File: src/hdl/u32u16_pkg.sv
// Shared types and constants for the UTF-32 to UTF-16 stream encoder.
// No dependencies; every other file in this folder imports this package.
package u32u16_pkg;

  localparam int COUNT_WIDTH_DEF = 32;
  localparam int CFG_INDEX_W     = 2;
  localparam int CFG_DATA_W      = 32;
  localparam int CP_W            = 32;
  localparam int UNIT_W          = 16;
  localparam int CNT_OUT_W       = 32;

  localparam logic [CP_W-1:0]   SURR_MASK   = 32'h001F_F800;
  localparam logic [CP_W-1:0]   SURR_BASE   = 32'h0000_D800;
  localparam logic [UNIT_W-1:0] NONCHAR_LO  = 16'hFDD0;
  localparam logic [UNIT_W-1:0] NONCHAR_HI  = 16'hFDEF;
  localparam logic [CP_W-1:0]   CP_LIMIT    = 32'h0011_0000;
  localparam logic [UNIT_W-1:0] HIGH_OFFSET = 16'hD800 - 16'h0040;
  localparam logic [5:0]        LOW_TAG     = 6'b110111;

  typedef enum logic [1:0] {
    STATUS_CONT,
    STATUS_DONE,
    STATUS_INVALID,
    STATUS_NO_SPACE
  } status_t;

  typedef enum logic [CFG_INDEX_W-1:0] {
    REG_VALIDATE,
    REG_COUNT_ONLY,
    REG_STOP_NUL,
    REG_CAPACITY
  } reg_index_t;

  typedef struct packed {
    logic                  validate_enable;
    logic                  count_only;
    logic                  stop_at_nul;
    logic [CFG_DATA_W-1:0] out_capacity;
  } cfg_t;

  typedef struct packed {
    logic [UNIT_W-1:0]    code_unit;
    logic                 unit_valid;
    logic                 run_last;
    status_t              status;
    logic [CNT_OUT_W-1:0] consumed_count;
    logic [CNT_OUT_W-1:0] produced_count;
    logic [1:0]           space_shortfall;
  } result_t;

  typedef struct packed {
    logic [1:0] num_results;
    result_t    first;
    result_t    second;
  } enc_out_t;

endpackage

File: src/hdl/utf32_to_utf16_stream_encoder.sv
// Top level of the UTF-32 to UTF-16 stream encoder: input register, run
// counters, result register with a second-half holding register.
// Depends on u32u16_pkg and u32u16_encode.
//
//   channel   direction  handshake               payload
//   input     in         in_valid / in_stall     code_point, last_item
//   result    out        out_valid / out_stall   code_unit .. space_shortfall
//   config    in         cfg_write               cfg_index, cfg_data
//
// One word is accepted per cycle when not stalled; it and its result are each registered.
// A surrogate pair's second half waits in the holding register, and a word that gives a result stalls meanwhile.
// Count-only words that give no result pass at one per cycle even while the result is stalled.
// Reset is synchronous: config and valid bits take their defaults and both counts clear.
module utf32_to_utf16_stream_encoder #(
  parameter int COUNT_WIDTH = u32u16_pkg::COUNT_WIDTH_DEF
) (
  input  logic                                clk,
  input  logic                                rst,
  input  logic                                in_valid,
  output logic                                in_stall,
  input  logic [u32u16_pkg::CP_W-1:0]         code_point,
  input  logic                                last_item,
  output logic                                out_valid,
  input  logic                                out_stall,
  output logic [u32u16_pkg::UNIT_W-1:0]       code_unit,
  output logic                                unit_valid,
  output logic                                run_last,
  output logic [1:0]                          status,
  output logic [u32u16_pkg::CNT_OUT_W-1:0]    consumed_count,
  output logic [u32u16_pkg::CNT_OUT_W-1:0]    produced_count,
  output logic [1:0]                          space_shortfall,
  input  logic                                cfg_write,
  input  logic [u32u16_pkg::CFG_INDEX_W-1:0]  cfg_index,
  input  logic [u32u16_pkg::CFG_DATA_W-1:0]   cfg_data
);
  import u32u16_pkg::*;

  cfg_t                   cfg;
  logic                   s1_valid;
  logic [CP_W-1:0]        s1_cp;
  logic                   s1_last;
  logic                   pend_valid;
  result_t                pend;
  logic                   oreg_valid;
  result_t                oreg;
  logic [COUNT_WIDTH-1:0] words;
  logic [COUNT_WIDTH-1:0] units;
  logic [COUNT_WIDTH-1:0] words_next;
  logic [COUNT_WIDTH-1:0] units_next;
  enc_out_t               step;
  logic                   has_results;
  logic                   oreg_free;
  logic                   s1_fire;
  logic                   load_pend;
  logic                   load_s1;

  u32u16_encode #(
    .COUNT_WIDTH(COUNT_WIDTH)
  ) u_encode (
    .cfg       (cfg),
    .code_point(s1_cp),
    .last_item (s1_last),
    .words     (words),
    .units     (units),
    .words_next(words_next),
    .units_next(units_next),
    .step      (step)
  );

  assign has_results = step.num_results != 2'd0;
  assign oreg_free   = !oreg_valid || !out_stall;
  assign s1_fire     = s1_valid && (!has_results || (oreg_free && !pend_valid));
  assign in_stall    = s1_valid && !s1_fire;
  assign load_pend   = oreg_free && pend_valid;
  assign load_s1     = oreg_free && !pend_valid && s1_fire && has_results;

  always_ff @(posedge clk) begin
    if (rst) begin
      cfg.validate_enable <= 1'b1;
      cfg.count_only      <= 1'b0;
      cfg.stop_at_nul     <= 1'b0;
      cfg.out_capacity    <= '0;
    end else if (cfg_write) begin
      unique case (reg_index_t'(cfg_index))
        REG_VALIDATE:   cfg.validate_enable <= cfg_data[0];
        REG_COUNT_ONLY: cfg.count_only      <= cfg_data[0];
        REG_STOP_NUL:   cfg.stop_at_nul     <= cfg_data[0];
        REG_CAPACITY:   cfg.out_capacity    <= cfg_data;
      endcase
    end
  end

  always_ff @(posedge clk) begin
    if (rst) begin
      s1_valid   <= 1'b0;
      pend_valid <= 1'b0;
      oreg_valid <= 1'b0;
      words      <= '0;
      units      <= '0;
    end else begin
      if (!in_stall) begin
        s1_valid <= in_valid;
      end
      if (s1_fire) begin
        words <= words_next;
        units <= units_next;
      end
      if (oreg_free) begin
        oreg_valid <= load_pend || load_s1;
      end
      if (load_pend) begin
        pend_valid <= 1'b0;
      end else if (s1_fire && step.num_results == 2'd2) begin
        pend_valid <= 1'b1;
      end
    end
  end

  always_ff @(posedge clk) begin
    if (!in_stall && in_valid) begin
      s1_cp   <= code_point;
      s1_last <= last_item;
    end
    if (load_pend) begin
      oreg <= pend;
    end else if (load_s1) begin
      oreg <= step.first;
    end
    if (s1_fire && step.num_results == 2'd2) begin
      pend <= step.second;
    end
  end

  assign out_valid       = oreg_valid;
  assign code_unit       = oreg.code_unit;
  assign unit_valid      = oreg.unit_valid;
  assign run_last        = oreg.run_last;
  assign status          = oreg.status;
  assign consumed_count  = oreg.consumed_count;
  assign produced_count  = oreg.produced_count;
  assign space_shortfall = oreg.space_shortfall;

endmodule

File: src/hdl/u32u16_encode.sv
// Validation, capacity check and surrogate encoding for one UTF-32 word.
// Purely combinational; depends on u32u16_pkg.
module u32u16_encode #(
  parameter int COUNT_WIDTH = u32u16_pkg::COUNT_WIDTH_DEF
) (
  input  u32u16_pkg::cfg_t              cfg,
  input  logic [u32u16_pkg::CP_W-1:0]   code_point,
  input  logic                          last_item,
  input  logic [COUNT_WIDTH-1:0]        words,
  input  logic [COUNT_WIDTH-1:0]        units,
  output logic [COUNT_WIDTH-1:0]        words_next,
  output logic [COUNT_WIDTH-1:0]        units_next,
  output u32u16_pkg::enc_out_t          step
);
  import u32u16_pkg::*;

  localparam int XW = (COUNT_WIDTH > CNT_OUT_W) ? COUNT_WIDTH : CNT_OUT_W;

  function automatic result_t mk(input logic [UNIT_W-1:0] unit, input logic valid,
                                 input logic last, input status_t st,
                                 input logic [CNT_OUT_W-1:0] wc,
                                 input logic [CNT_OUT_W-1:0] uc,
                                 input logic [1:0] sf);
    result_t r;
    r.code_unit       = unit;
    r.unit_valid      = valid;
    r.run_last        = last;
    r.status          = st;
    r.consumed_count  = wc;
    r.produced_count  = uc;
    r.space_shortfall = sf;
    return r;
  endfunction

  logic                   bmp;
  logic                   rsrv;
  logic                   bad;
  logic                   nul;
  logic                   term;
  logic                   cap_ge;
  logic                   one_left;
  logic                   no_space;
  logic [1:0]             need;
  logic [1:0]             shortfall;
  logic [UNIT_W-1:0]      u0;
  logic [UNIT_W-1:0]      u1;
  logic [COUNT_WIDTH-1:0] words_inc;
  logic [COUNT_WIDTH-1:0] units_inc;
  logic [XW-1:0]          units_x;
  logic [XW-1:0]          cap_x;
  logic [XW-1:0]          diff_x;
  logic [XW-1:0]          words_ox;
  logic [XW-1:0]          units_ox;
  logic [XW-1:0]          words_ix;
  logic [XW-1:0]          units_ix;

  assign bmp  = code_point[CP_W-1:UNIT_W] == '0;
  assign rsrv = code_point[UNIT_W-1:1] == '1;
  assign need = bmp ? 2'd1 : 2'd2;

  always_comb begin
    if (bmp) begin
      bad = ((code_point & SURR_MASK) == SURR_BASE) ||
            ((code_point[UNIT_W-1:0] >= NONCHAR_LO) &&
             (code_point[UNIT_W-1:0] <= NONCHAR_HI)) || rsrv;
    end else begin
      bad = (code_point >= CP_LIMIT) || rsrv;
    end
    bad = bad && cfg.validate_enable;
  end

  assign units_x   = XW'(units);
  assign cap_x     = XW'(cfg.out_capacity);
  assign cap_ge    = units_x >= cap_x;
  assign diff_x    = cap_x - units_x;
  assign one_left  = diff_x == XW'(1);
  assign no_space  = !cfg.count_only && (cap_ge || (one_left && !bmp));
  assign shortfall = cap_ge ? need : 2'd1;

  assign u0 = bmp ? code_point[UNIT_W-1:0] : code_point[25:10] + HIGH_OFFSET;
  assign u1 = {LOW_TAG, code_point[9:0]};

  assign nul  = cfg.stop_at_nul && (code_point == '0);
  assign term = !cfg.stop_at_nul && last_item;

  assign words_inc = words + COUNT_WIDTH'(1);
  assign units_inc = units + COUNT_WIDTH'(need);
  assign words_ox  = XW'(words);
  assign units_ox  = XW'(units);
  assign words_ix  = XW'(words_inc);
  assign units_ix  = XW'(units_inc);

  always_comb begin
    step        = '0;
    words_next  = words;
    units_next  = units;
    if (bad) begin
      step.num_results = 2'd1;
      step.first = mk('0, 1'b0, 1'b1, STATUS_INVALID, words_ox[CNT_OUT_W-1:0],
                      units_ox[CNT_OUT_W-1:0], 2'd0);
      words_next = '0;
      units_next = '0;
    end else if (no_space) begin
      step.num_results = 2'd1;
      step.first = mk('0, 1'b0, 1'b1, STATUS_NO_SPACE, words_ox[CNT_OUT_W-1:0],
                      units_ox[CNT_OUT_W-1:0], shortfall);
      words_next = '0;
      units_next = '0;
    end else if (nul) begin
      // In count-only mode the terminating NUL is counted as a unit.
      step.num_results = 2'd1;
      if (cfg.count_only) begin
        step.first = mk('0, 1'b0, 1'b1, STATUS_DONE, words_ox[CNT_OUT_W-1:0],
                        units_ix[CNT_OUT_W-1:0], 2'd0);
      end else begin
        step.first = mk('0, 1'b1, 1'b1, STATUS_DONE, words_ox[CNT_OUT_W-1:0],
                        units_ox[CNT_OUT_W-1:0], 2'd0);
      end
      words_next = '0;
      units_next = '0;
    end else if (cfg.count_only) begin
      if (term) begin
        step.num_results = 2'd1;
        step.first = mk('0, 1'b0, 1'b1, STATUS_DONE, words_ix[CNT_OUT_W-1:0],
                        units_ix[CNT_OUT_W-1:0], 2'd0);
        words_next = '0;
        units_next = '0;
      end else begin
        words_next = words_inc;
        units_next = units_inc;
      end
    end else if (bmp) begin
      step.num_results = 2'd1;
      if (term) begin
        step.first = mk(u0, 1'b1, 1'b1, STATUS_DONE, words_ix[CNT_OUT_W-1:0],
                        units_ix[CNT_OUT_W-1:0], 2'd0);
        words_next = '0;
        units_next = '0;
      end else begin
        step.first = mk(u0, 1'b1, 1'b1, STATUS_CONT, '0, '0, 2'd0);
        words_next = words_inc;
        units_next = units_inc;
      end
    end else begin
      step.num_results = 2'd2;
      step.first = mk(u0, 1'b1, 1'b0, STATUS_CONT, '0, '0, 2'd0);
      if (term) begin
        step.second = mk(u1, 1'b1, 1'b1, STATUS_DONE, words_ix[CNT_OUT_W-1:0],
                         units_ix[CNT_OUT_W-1:0], 2'd0);
        words_next = '0;
        units_next = '0;
      end else begin
        step.second = mk(u1, 1'b1, 1'b1, STATUS_CONT, '0, '0, 2'd0);
        words_next = words_inc;
        units_next = units_inc;
      end
    end
  end

endmodule

File: config.mk
export PLATFORM = sky130hd
export DESIGN_NAME = utf32_to_utf16_stream_encoder
export DESIGN_NICKNAME = d
export VERILOG_FILES = /design/src/hdl/u32u16_pkg.sv /design/src/hdl/utf32_to_utf16_stream_encoder.sv /design/src/hdl/u32u16_encode.sv
export SDC_FILE = /design/constraint.sdc
export NUM_CORES = 1
export LEC_CHECK = 0
export ABC_AREA = 0
export ABC_CLOCK_PERIOD_IN_PS = 9900
export BUFFER_PORTS_ARGS = -buffer_cell sky130_fd_sc_hd__buf_4
export CAP_MARGIN = 10
export CORE_AREA = 2 2 176 178
export CTS_CLUSTER_DIAMETER = 30
export DETAILED_ROUTE_END_ITERATION = 7
export DIE_AREA = 0 0 178 180
export PLACE_DENSITY = 0.76
export SETUP_SLACK_MARGIN = 0.02
export SYNTH_ARGS = -nofsm -noshare
export SYNTH_HDL_FRONTEND = slang
export SYNTH_HIERARCHICAL = 1
export SYNTH_SLANG_ARGS = --single-unit
File: constraint.sdc
create_clock -name clk -period 9.9 [get_ports clk]
set_clock_uncertainty 0.1 [all_clocks]
set_input_delay 0.99 -clock clk [delete_from_list [all_inputs] [get_ports clk]]
set_output_delay 0.99 -clock clk [all_outputs]
set_load 0.01 [all_outputs]
==> run_results.csv <==
group,metric,value,unit
logic_synthesis,synth-edff-count,205,
critical_path,cp-start-kind,"flop",
cells_and_area,num-fill-cells,2292,
critical_path,cp_max_fo,42,
logic_synthesis,muxShareOfSynthArea,9.57,%
logic_synthesis,synth_top_cell_area_share,35.5,%
critical_path,critPathCaptureType,"output port",
detailed_routing,wire_per_inst,19.5,µm
cells_and_area,diodes,0,
die,die_h,180,µm
logic_synthesis,yosys_warnings,6,
global_routing,grt_max_degree,133,
logic_synthesis,ys_async_sr_fraction,0,%
global_routing,grt_overflow,0,
critical_path,arrival,6.15,ns
power,cellLeakagePower,0.00780,µW
logic_synthesis,synth_compound_area_share,11.7,%
clock_network,cts_hold_buf,0,
die,num_rows,64,
outcome,status,"finished clean",
timing,hold_viol,0,
detailed_routing,dr_total_vias,13800,
logic_synthesis,synth_ff_type,"edfxtp_1",
worst_hold_path,holdCritStartpoint,"cfg[14]",
detailed_routing,viasPerCell,5.97,
detailed_routing,drt_pass1_iterations,5,
die,core_region_area,0.0302,mm²
worst_hold_path,holdPathEnd,"cfg[14]",
detailed_routing,drc,0,
cells_and_area,area.growth.synth_to_final,19.0,%
placed_design,hpwlAfterDp,29.6,mm
logic_synthesis,synth_top_family_by_area,"simple AND/OR/NAND/NOR gates",
logic_synthesis,postSynthCellCount,1744,
worst_hold_path,min_path_type,"flop to flop",
clock_network,htreeDepth,2,
clock_network,clockRootBuffer,"clkbuf_16",
clock_network,cts_buffers,60,
logic_synthesis,ys_top_cells_by_area,"edfxtp_1 35%, dfxtp_1 12%, mux2_2 5.5%",
logic_synthesis,synth-simple-area-share,19.6,%
critical_path,timing.rr.end,"produced_count[14]",
logic_synthesis,synth_largest_area_cell,"edfxtp_1",
clock_network,path_clk_slew,0.05,ns
clock_network,cts-resized-gates,0,
detailed_routing,drt_wl_total,45.1,mm
critical_path,path_class,"flop to output port",
logic_synthesis,avgSynthCellArea,9.95,µm²
timing,max_freq,0.138,GHz
global_routing,antenna_found_initial,0,
timing,slew_headroom,24.8,%
global_routing,grt_use_total,28.1,%
power,power.density,186,mW/mm²
detailed_routing,drtIter0Drc,1430,
cells_and_area,post-route-util,68.4,%
timing,fin_crit_sh,73.1,%
timing,setup_violations,0,
critical_path,critPathTopFamily,"compound AO/OA/AOI/OAI gates",
detailed_routing,antenna_left,0,
logic_synthesis,ys_types,78,
critical_path,r2r-start,"units[0]",
timing,tns,0,ns
critical_path,cp_slowest_cell,"o31a_4",
clock_network,insertion_delay,0.57,ns
run,cap_violations,0,
die,ios,160,
timing,rsz0062_at_grt,"no",
logic_synthesis,ys_ff_latch,307,
timing,fin_crit,7.24,ns
logic_synthesis,synth-xor-area-share,3.89,%
global_routing,grt_pass1_wl,71.7,mm
clock_network,cts.sinks,307,
critical_path,crit_chain,"ha_1 > inv_1 > fa_1 > xnor2_1 > o221ai_1 > a2111oi_0 > nand4_1 > a2111o_1 > nor4b_2 > o2111ai_1 > or2_4 > o31a_4 > inv_2 > nor3_1 > clkbuf_4 > a41oi_1 > o21ai_0 > nor2_1 > buf_4",
clock_network,cts_tree,"built",
critical_path,ff2ff_setup_slack,2.97,ns
logic_synthesis,synthAdderAreaFrac,2.90,%
cells_and_area,nNetsFinal,1974,
timing,finalMaxSlewViolations,0,
worst_hold_path,holdPathStages,2,
die,fp.dieW,178,µm
placed_design,routabilityCongestion,0.925,
power,power.total,3840,µW
die,dieArea,0.0320,mm²
critical_path,cp_num_buf_inv,4,
clock_network,post_cts_buffers,0,
die,start_util,57.5,%
placed_design,io_buffers,159,
global_routing,grt_pass1_vias,13300,
cells_and_area,drive_gt1_share,19.8,%
power,ir_drop,0.000133,V
critical_path,slowest_delay,0.55,ns
clock_network,clockBufferDepth,3,
critical_path,rr_worst_depth,20,
logic_synthesis,netlist_area,0.0173,mm²
timing,worst_slew_pin_slew,1.13,ns
logic_synthesis,yosysSeqAreaShare,47.3,%
critical_path,critPathRequiredTime,8.81,ns
power breakdown:
group / internal, µW / total [µW] / switching, µW
registers: 1400 / 1420 / 18.9
clock network: 1390 / 2100 / 716
logic: 134 / 318 / 184
total: 2920 / 3840 / 919
cells by family after synthesis:
| kind of cell | after synthesis |
|---|---|
| AOI/OAI and AO/OA | 299 |
| xor gates and xnor gates | 77 |
| adders and majority gates | 39 |
| buffers and inverters | 179 |
| DFF | 307 |
| muxes | 155 |
| other | 1 |
| and+or+nand+nor | 687 |
tightest hold or removal path, stage by stage, from the launching register on:
cell	delay [ns]
dfxtp_1	0.30
nand2_1	0.05
a21oi_1	0.05
per-layer routing:
metal	track usage [%]	up-vias	routed length [µm]
li1	-	6479	-
met4	9.11	0	1210
met5	0	-	0
met3	4.91	91	3590
met1	39.9	6556	19500
met2	43.7	660	20800
how the worst max path moves through the flow:
stage	start	end	slack [ns]	depth (start not counted)
2_1_floorplan	units[2]	code_unit[0]	1.05	19
3_5_place_dp	units[5]	pend[64]	2.68	19
5_1_grt	units[0]	in_stall	2.39	19
6_report	units[0]	in_stall	2.66	19
4_1_cts	units[5]	pend[12]	2.56	19
3_3_place_gp	units[1]	pend[64]	2.92	18
cells in the mapped netlist (all sizes together), types with 37 or more instances:
| master | number |
|---|---|
| edfxtp | 205 |
| nor2 | 190 |
| nand2 | 158 |
| nand2b | 139 |
| a21oi | 111 |
| dfxtp | 102 |
| mux2 | 86 |
| mux2i | 69 |
| inv | 62 |
| buf | 61 |
| clkbuf | 56 |
| xnor2 | 50 |
| nor3 | 43 |
| o21ai | 40 |
| and3 | 38 |
| ha | 37 |
cells in the final DEF (no fill, tap or decap), types with 6 or more instances in the layout:
| master | Yosys | layout |
|---|---|---|
| nor2_1 | 190 | 190 |
| and2_1 | 6 | 6 |
| a31oi_1 | 8 | 8 |
| o2bb2ai_1 | 29 | 29 |
| clkinvlp_4 | 0 | 8 |
| bufinv_16 | 0 | 10 |
| nand2_1 | 158 | 158 |
| a211oi_1 | 10 | 10 |
| o21ai_0 | 37 | 37 |
| ha_1 | 37 | 37 |
| xnor2_1 | 50 | 50 |
| nand2b_1 | 139 | 139 |
| edfxtp_1 | 205 | 205 |
| a21o_1 | 17 | 17 |
| nor3b_1 | 7 | 7 |
| clkbuf_16 | 0 | 60 |
| inv_6 | 0 | 8 |
| xor2_1 | 27 | 27 |
| a221o_1 | 16 | 16 |
| a21oi_1 | 107 | 107 |
| inv_1 | 60 | 60 |
| clkinv_2 | 0 | 7 |
| buf_4 | 25 | 170 |
| nand3_1 | 29 | 29 |
| nor4_1 | 11 | 11 |
| a211o_1 | 6 | 6 |
| nor3_1 | 43 | 43 |
| dfxtp_1 | 102 | 102 |
| nand4_1 | 28 | 28 |
| or3_1 | 10 | 9 |
| o21a_1 | 14 | 13 |
| and3_1 | 38 | 37 |
| mux2i_1 | 69 | 69 |
| mux2_2 | 84 | 84 |
per-stage QoR:
stage	cells	area (µm²)	hold slack, ns	worst slack, ns
3_5_place_dp	2196	18500	0.356	2.68
3_3_place_gp	2196	18500	0.347	2.92
5_1_grt	2309	20600	0.374	2.39
6_report	2309	20600	0.358	2.66
4_1_cts	2308	20600	0.362	2.56
2_1_floorplan	1747	17400	0.336	1.05
state kept, by name, summed over array words and instances (netlist names), 16 cells and up:
signal and flops:
units 32, code_unit 16, cfg 35, produced_count 32, words 32, pend 86, s1_cp 32, consumed_count 32
layout make-up:
class                   instances  area, µm²  area share, %
clock buffers                  65       1520           7.36
clock inverters                47        607           2.94
inverters                      62        233           1.13
multi-input cells            1261       8310           40.2
flip-flops and latches        307       8200           39.7
well taps                     396        495           2.40
repair buffers                171       1280           6.22
(Power assumes the default switching activity.)
